## config.mk

```make
export PLATFORM = sky130hd
export DESIGN_NAME = bbom_area
export DESIGN_NICKNAME = d
export VERILOG_FILES = /design/src/bbom_pkg.sv /design/src/bbom_area.sv
export SDC_FILE = /design/constraint.sdc
export NUM_CORES = 1
export LEC_CHECK = 0
export CORE_MARGIN = 3
export CORE_UTILIZATION = 55
export DETAILED_ROUTE_END_ITERATION = 12
export DONT_BUFFER_PORTS = 1
export PLACE_DENSITY = 0.7
export SLEW_MARGIN = 25
export SYNTH_ARGS = -nofsm -noshare
export SYNTH_HDL_FRONTEND = slang
export SYNTH_SLANG_ARGS = --single-unit
```

## constraint.sdc

```tcl
create_clock -name vclk -period 14.4
set_clock_uncertainty 0.1 [all_clocks]
set_input_delay 2.88 -clock vclk [all_inputs]
set_output_delay 2.88 -clock vclk [all_outputs]
set_load 0.01 [all_outputs]
```

## src/bbom_pkg.sv

```systemverilog
// bbom_pkg: shared types and constants of the bounding box merge block
// no dependencies
package bbom_pkg;

  // fixed widths of the configuration port
  localparam int unsigned CfgDataW = 13;
  localparam int unsigned CfgIdxW  = 1;

  // register indexes
  localparam logic [CfgIdxW-1:0] CFG_IMAGE_WIDTH  = 1'b0;
  localparam logic [CfgIdxW-1:0] CFG_IMAGE_HEIGHT = 1'b1;

  // reset values of the image size
  localparam logic [CfgDataW-1:0] ImageWidthRst  = 13'd640;
  localparam logic [CfgDataW-1:0] ImageHeightRst = 13'd480;

  // largest rejected area: this value and below are rejected
  localparam int unsigned MinArea = 10;

  // sequencer states
  typedef enum logic [7:0] {
    ST_LOAD  = 8'b0000_0001,
    ST_RDI   = 8'b0000_0010,
    ST_LDI   = 8'b0000_0100,
    ST_CMP   = 8'b0000_1000,
    ST_CPY   = 8'b0001_0000,
    ST_OUT   = 8'b0010_0000,
    ST_OLD   = 8'b0100_0000,
    ST_OHOLD = 8'b1000_0000
  } state_e;

endpackage

```

## src/bbom_area.sv

```systemverilog
// bbom_area: area filter for incoming rectangles
// depends on bbom_pkg; image area product is formed from the current config values
module bbom_area #(
  parameter int unsigned SW = 13
) (
  input  logic [bbom_pkg::CfgDataW-1:0] img_w_i,
  input  logic [bbom_pkg::CfgDataW-1:0] img_h_i,
  input  logic [SW-1:0]                 box_w_i,
  input  logic [SW-1:0]                 box_h_i,
  output logic                          keep_o
);
  import bbom_pkg::*;

  localparam int unsigned LimW = 2 * CfgDataW;
  localparam int unsigned AreaW = 2 * SW;
  localparam int unsigned CmpW = (AreaW + 3 > LimW + 2) ? AreaW + 3 : LimW + 2;

  logic [LimW-1:0]  lim;
  logic [AreaW-1:0] area;
  logic [CmpW-1:0]  area5, lim4;

  // keep when area > 10 and 5*area < 4*W*H
  always_comb begin
    lim    = img_w_i * img_h_i;
    area   = box_w_i * box_h_i;
    area5  = (CmpW'(area) << 2) + CmpW'(area);
    lim4   = CmpW'(lim) << 2;
    keep_o = (area > AreaW'(MinArea)) && (area5 < lim4);
  end

endmodule

```

Word-level counts from Yosys, hierarchy flattened
Cells that the tools add are included.
{"block": "word_totals", "register_bits": 0, "input_bits": 52}
{"block": "op_classes", "multipliers": 2, "reduce_logical": 1, "order_cmp": 2, "n_addsub": 1}
{"op": "13-bit by 13-bit multiplier with 26-bit output", "count": 2}
{"op": "28-bit by 26-bit adder with 29-bit output", "count": 1}
{"op": "29-bit by 28-bit < comparator with 1-bit output", "count": 1}
{"op": "26-bit by 4-bit greater-than comparator with 1-bit output (second input constant)", "count": 1}
{"op": "1-bit logical AND", "count": 1}

Logic depth before layout (Yosys ltp)
{"block": "depth", "word_depth": 4, "mapped_depth": 38, "depth_no_buf": 37}

Worst setup path after synthesis
OpenSTA, ideal clock, no wires.
{"block": "synth_path", "kind": "input -> output", "startpoint": "input box_h_i[4]", "endpoint": "output keep_o", "required_time_ps": 11420, "arrival_time_ps": 10034, "cell_stages": 32, "setup_slack_ps": 1386, "n_path_buf": 2, "cell_sequence": "clkbuf_1 -> nand2_1 -> fa_1 -> inv_1 -> fa_1 -> fa_1 -> fa_1 -> inv_1 -> fa_1 -> inv_1 -> ha_1 -> a21o_1 -> a21o_1 -> a221o_1 -> or2_4 -> a2111oi_2 -> o21bai_1 -> a21oi_1 -> xor2_1 -> ha_1 -> clkbuf_1 -> a21o_1 -> a211o_1 -> nand3_1 -> nor3_1 -> ha_1 -> o211ai_1 -> nor3_1 -> nor2_1 -> nand2_1 -> a21oi_1 -> o211a_1"}
{"block": "synth_between", "elab_chain_cells": 4, "word_cells_on_any_way": 5, "classes_between": "add/sub: 1; mul: 1; order compare: 2; reduce/logical: 1"}
{"element": "from (decl)", "line": "bbom_area.sv:9", "source": "input logic [SW-1:0] box_h_i,"}
{"element": "13-bit by 13-bit multiplier with 26-bit output (*)", "line": "bbom_area.sv:25", "source": "area = box_w_i * box_h_i;"}
{"element": "28-bit by 26-bit adder with 29-bit output", "line": "bbom_area.sv:26", "source": "area5 = (CmpW'(area) << 2) + CmpW'(area);"}
{"element": "29-bit by 28-bit < comparator with 1-bit output", "line": "bbom_area.sv:28", "source": "keep_o = (area > AreaW'(MinArea)) && (area5 < lim4);"}
{"element": "1-bit logical AND (*)", "line": "bbom_area.sv:28"}
{"element": "to (decl)", "line": "bbom_area.sv:10", "source": "output logic keep_o"}
Mark *: on every way between the ends. The rest lies on a longest branch, timed or not.

Final worst setup path
{"block": "layout_path", "startpoint": "input box_h_i[7]", "endpoint": "output keep_o"}
Same word-level chain as after synthesis.

==> results.json <==
{
  "maxCapViolations": 0,
  "num_rows": 55,
  "nClkBuffers": 0,
  "synth_area_leader_cell": "fa_1",
  "grt_max_degree": 14,
  "synth_area_um2": 12990,
  "ys_seq_area_frac": 0,
  "first_pass_iters": 5,
  "worstSetupStartpoint": "box_h_i[7]",
  "hold_viol_final": 0,
  "crit_fanout": 13,
  "final-max-slew-violation-count": 0,
  "crit_required_ns": 11.42,
  "drive_gt1_frac": 0.01272,
  "synth.avg_cell_area_um2": 8.377,
  "status": "complete, no violations",
  "whs_ns": 6.548,
  "regArea_um2": 0,
  "grt_pass1_wl_um": 47300,
  "met2_length_um": 12870,
  "gp_congestion": 0.8464,
  "max_slew_margin": 0.4901,
  "drcViolationCount": 0,
  "coreArea_um2": 22920,
  "ant_nets": 0,
  "yosysUniqueCellTypes": 66,
  "final_util": 0.5747,
  "crit_path_end_kind": "output pin",
  "finalSetupTns_ns": 0,
  "drt_iter0_markers": 415,
  "nFlopsAndLatches": 0,
  "crit_type": "in2out",
  "grtUsageTotal": 0.2137,
  "fmax_mhz": 74.61,
  "overflow": 0,
  "synthTopCellsByCount": "inv_1, fa_1, nand2_1",
  "dp_hpwl_um": 22570,
  "period_needed_ns": 13.40,
  "wl_per_cell_um": 14.41,
  "met3_wirelength_um": 1032,
  "start_util": 0.5670,
  "postSynthCellCount": 1551,
  "holdBufCountCts": 0,
  "met1Wirelength_um": 11860,
  "yosys_warnings": 0,
  "setup_viol": 0,
  "crit_end": "keep_o",
  "synth_top_area_share": 0.3744,
  "post_cts_resized": 0,
  "areaGrowthSynthToFinish_pct": 1.358,
  "crit_top_cell": "fa_1",
  "hold_class": "in2out",
  "grt_pass1_vias": 10500,
  "avgViaCountPerCell": 5.462,
  "die_h_um": 159.7,
  "die_area_um2": 25500,
  "max_slew.worst_pin.slew_ns": 0.7552,
  "cp.arrival_ns": 10.42,
  "cts_setup_buffers": 0,
  "port_buffers": 0,
  "ios": 53,
  "rsz0062_at_grt": "false",
  "antenna_found_initial": 0,
  "highest_layer": "met4",
  "die_w_um": 159.7,
  "cpPeakStageDelay_ns": 0.53,
  "syn_nets": 2037,
  "netlist_top_cells_area": "fa_1, ha_1, inv_1",
  "fin_crit_sh": 0.9308,
  "worst_path_max_delay_cell": "fa_1",
  "fill_cells": 2111,
  "vias": 9870,
  "cp-start-kind": "input port",
  "wl_um": 26040,
  "antenna_cells": 0,
  "finalNetCount": 1982,
  "synth_most_common_cell": "inv_1"
}
layer usage:
metal  global-route usage  vias to the layer above
met2               0.3811                      189
met4              0.02308                        0
met1               0.2990                     4905
met5                    0                        -
met3              0.01219                       27
li1                     -                     4749
logic make-up (layout without fill, tap and decap cells):
group | count (synthesis) | count (layout) | share of synthesized area
and+or+nand+nor | 496 | 496 | 0.1890
adders and majority gates | 434 | 434 | 0.5584
buffers and inverters | 364 | 307 | 0.1053
AOI/OAI and AO/OA | 196 | 196 | 0.1035
xor gates and xnor gates | 60 | 60 | 0.04305
muxes | 1 | 1 | 0.0007704
layout make-up:
type                       instances  area, µm²  share of cell area
inverter                         307       1152             0.08751
multi-input combinational       1187      11620              0.8828
tap                              313      391.6             0.02974
layout by cell type, fill, tap and decap left out, types with 7 or more instances in the layout:
master	count
a211oi_1	13
a21o_1	36
a21oi_1	49
and2_1	150
and3_1	9
fa_1	243
ha_1	191
inv_1	307
nand2_1	219
nand2b_1	7
nand3_1	9
nand4_1	8
nor2_1	39
nor2b_1	11
nor3_1	19
o21a_1	9
o21ai_0	35
o21bai_1	8
xnor2_1	34
xor2_1	23
worst max-delay path, delay by kind of cell:
| kind | cells | cell delay, ns |
|---|---|---|
| AND/OR/NAND/NOR | 7 | 0.94 |
| XOR/XNOR | 1 | 0.42 |
| AO/OA/AOI/OAI | 11 | 2.44 |
| buffers and inverters | 4 | 0.20 |
| adder cells (fa/ha/maj) | 8 | 3.51 |
metrics by stage:
| step | worst slack, ns | cells | instance area [µm²] |
|---|---|---|---|
| 6_report | 0.9970 | 1807 | 13170 |
| 5_1_grt | 0.4441 | 1807 | 13170 |
| 4_1_cts | 1.022 | 1807 | 13170 |
| 3_5_place_dp | 1.030 | 1807 | 13170 |
| 3_3_place_gp | 1.001 | 1807 | 13170 |
| 2_1_floorplan | 1.386 | 1551 | 12990 |
worst min-delay path by stage:
stage	slack, ns	startpoint	cells past startpoint	to
after detailed placement	6.57	box_h_i[12]	6	keep_o
after floorplan	6.37	box_h_i[0]	7	keep_o
after global routing	6.60	box_h_i[12]	6	keep_o
final	6.55	box_h_i[12]	6	keep_o
after global placement	6.56	box_h_i[12]	6	keep_o
after CTS	6.56	box_h_i[12]	6	keep_o
Power is left out: the tool's default activity adds up to more than one toggle a clock period on the data nets, which glitch-free logic cannot reach.
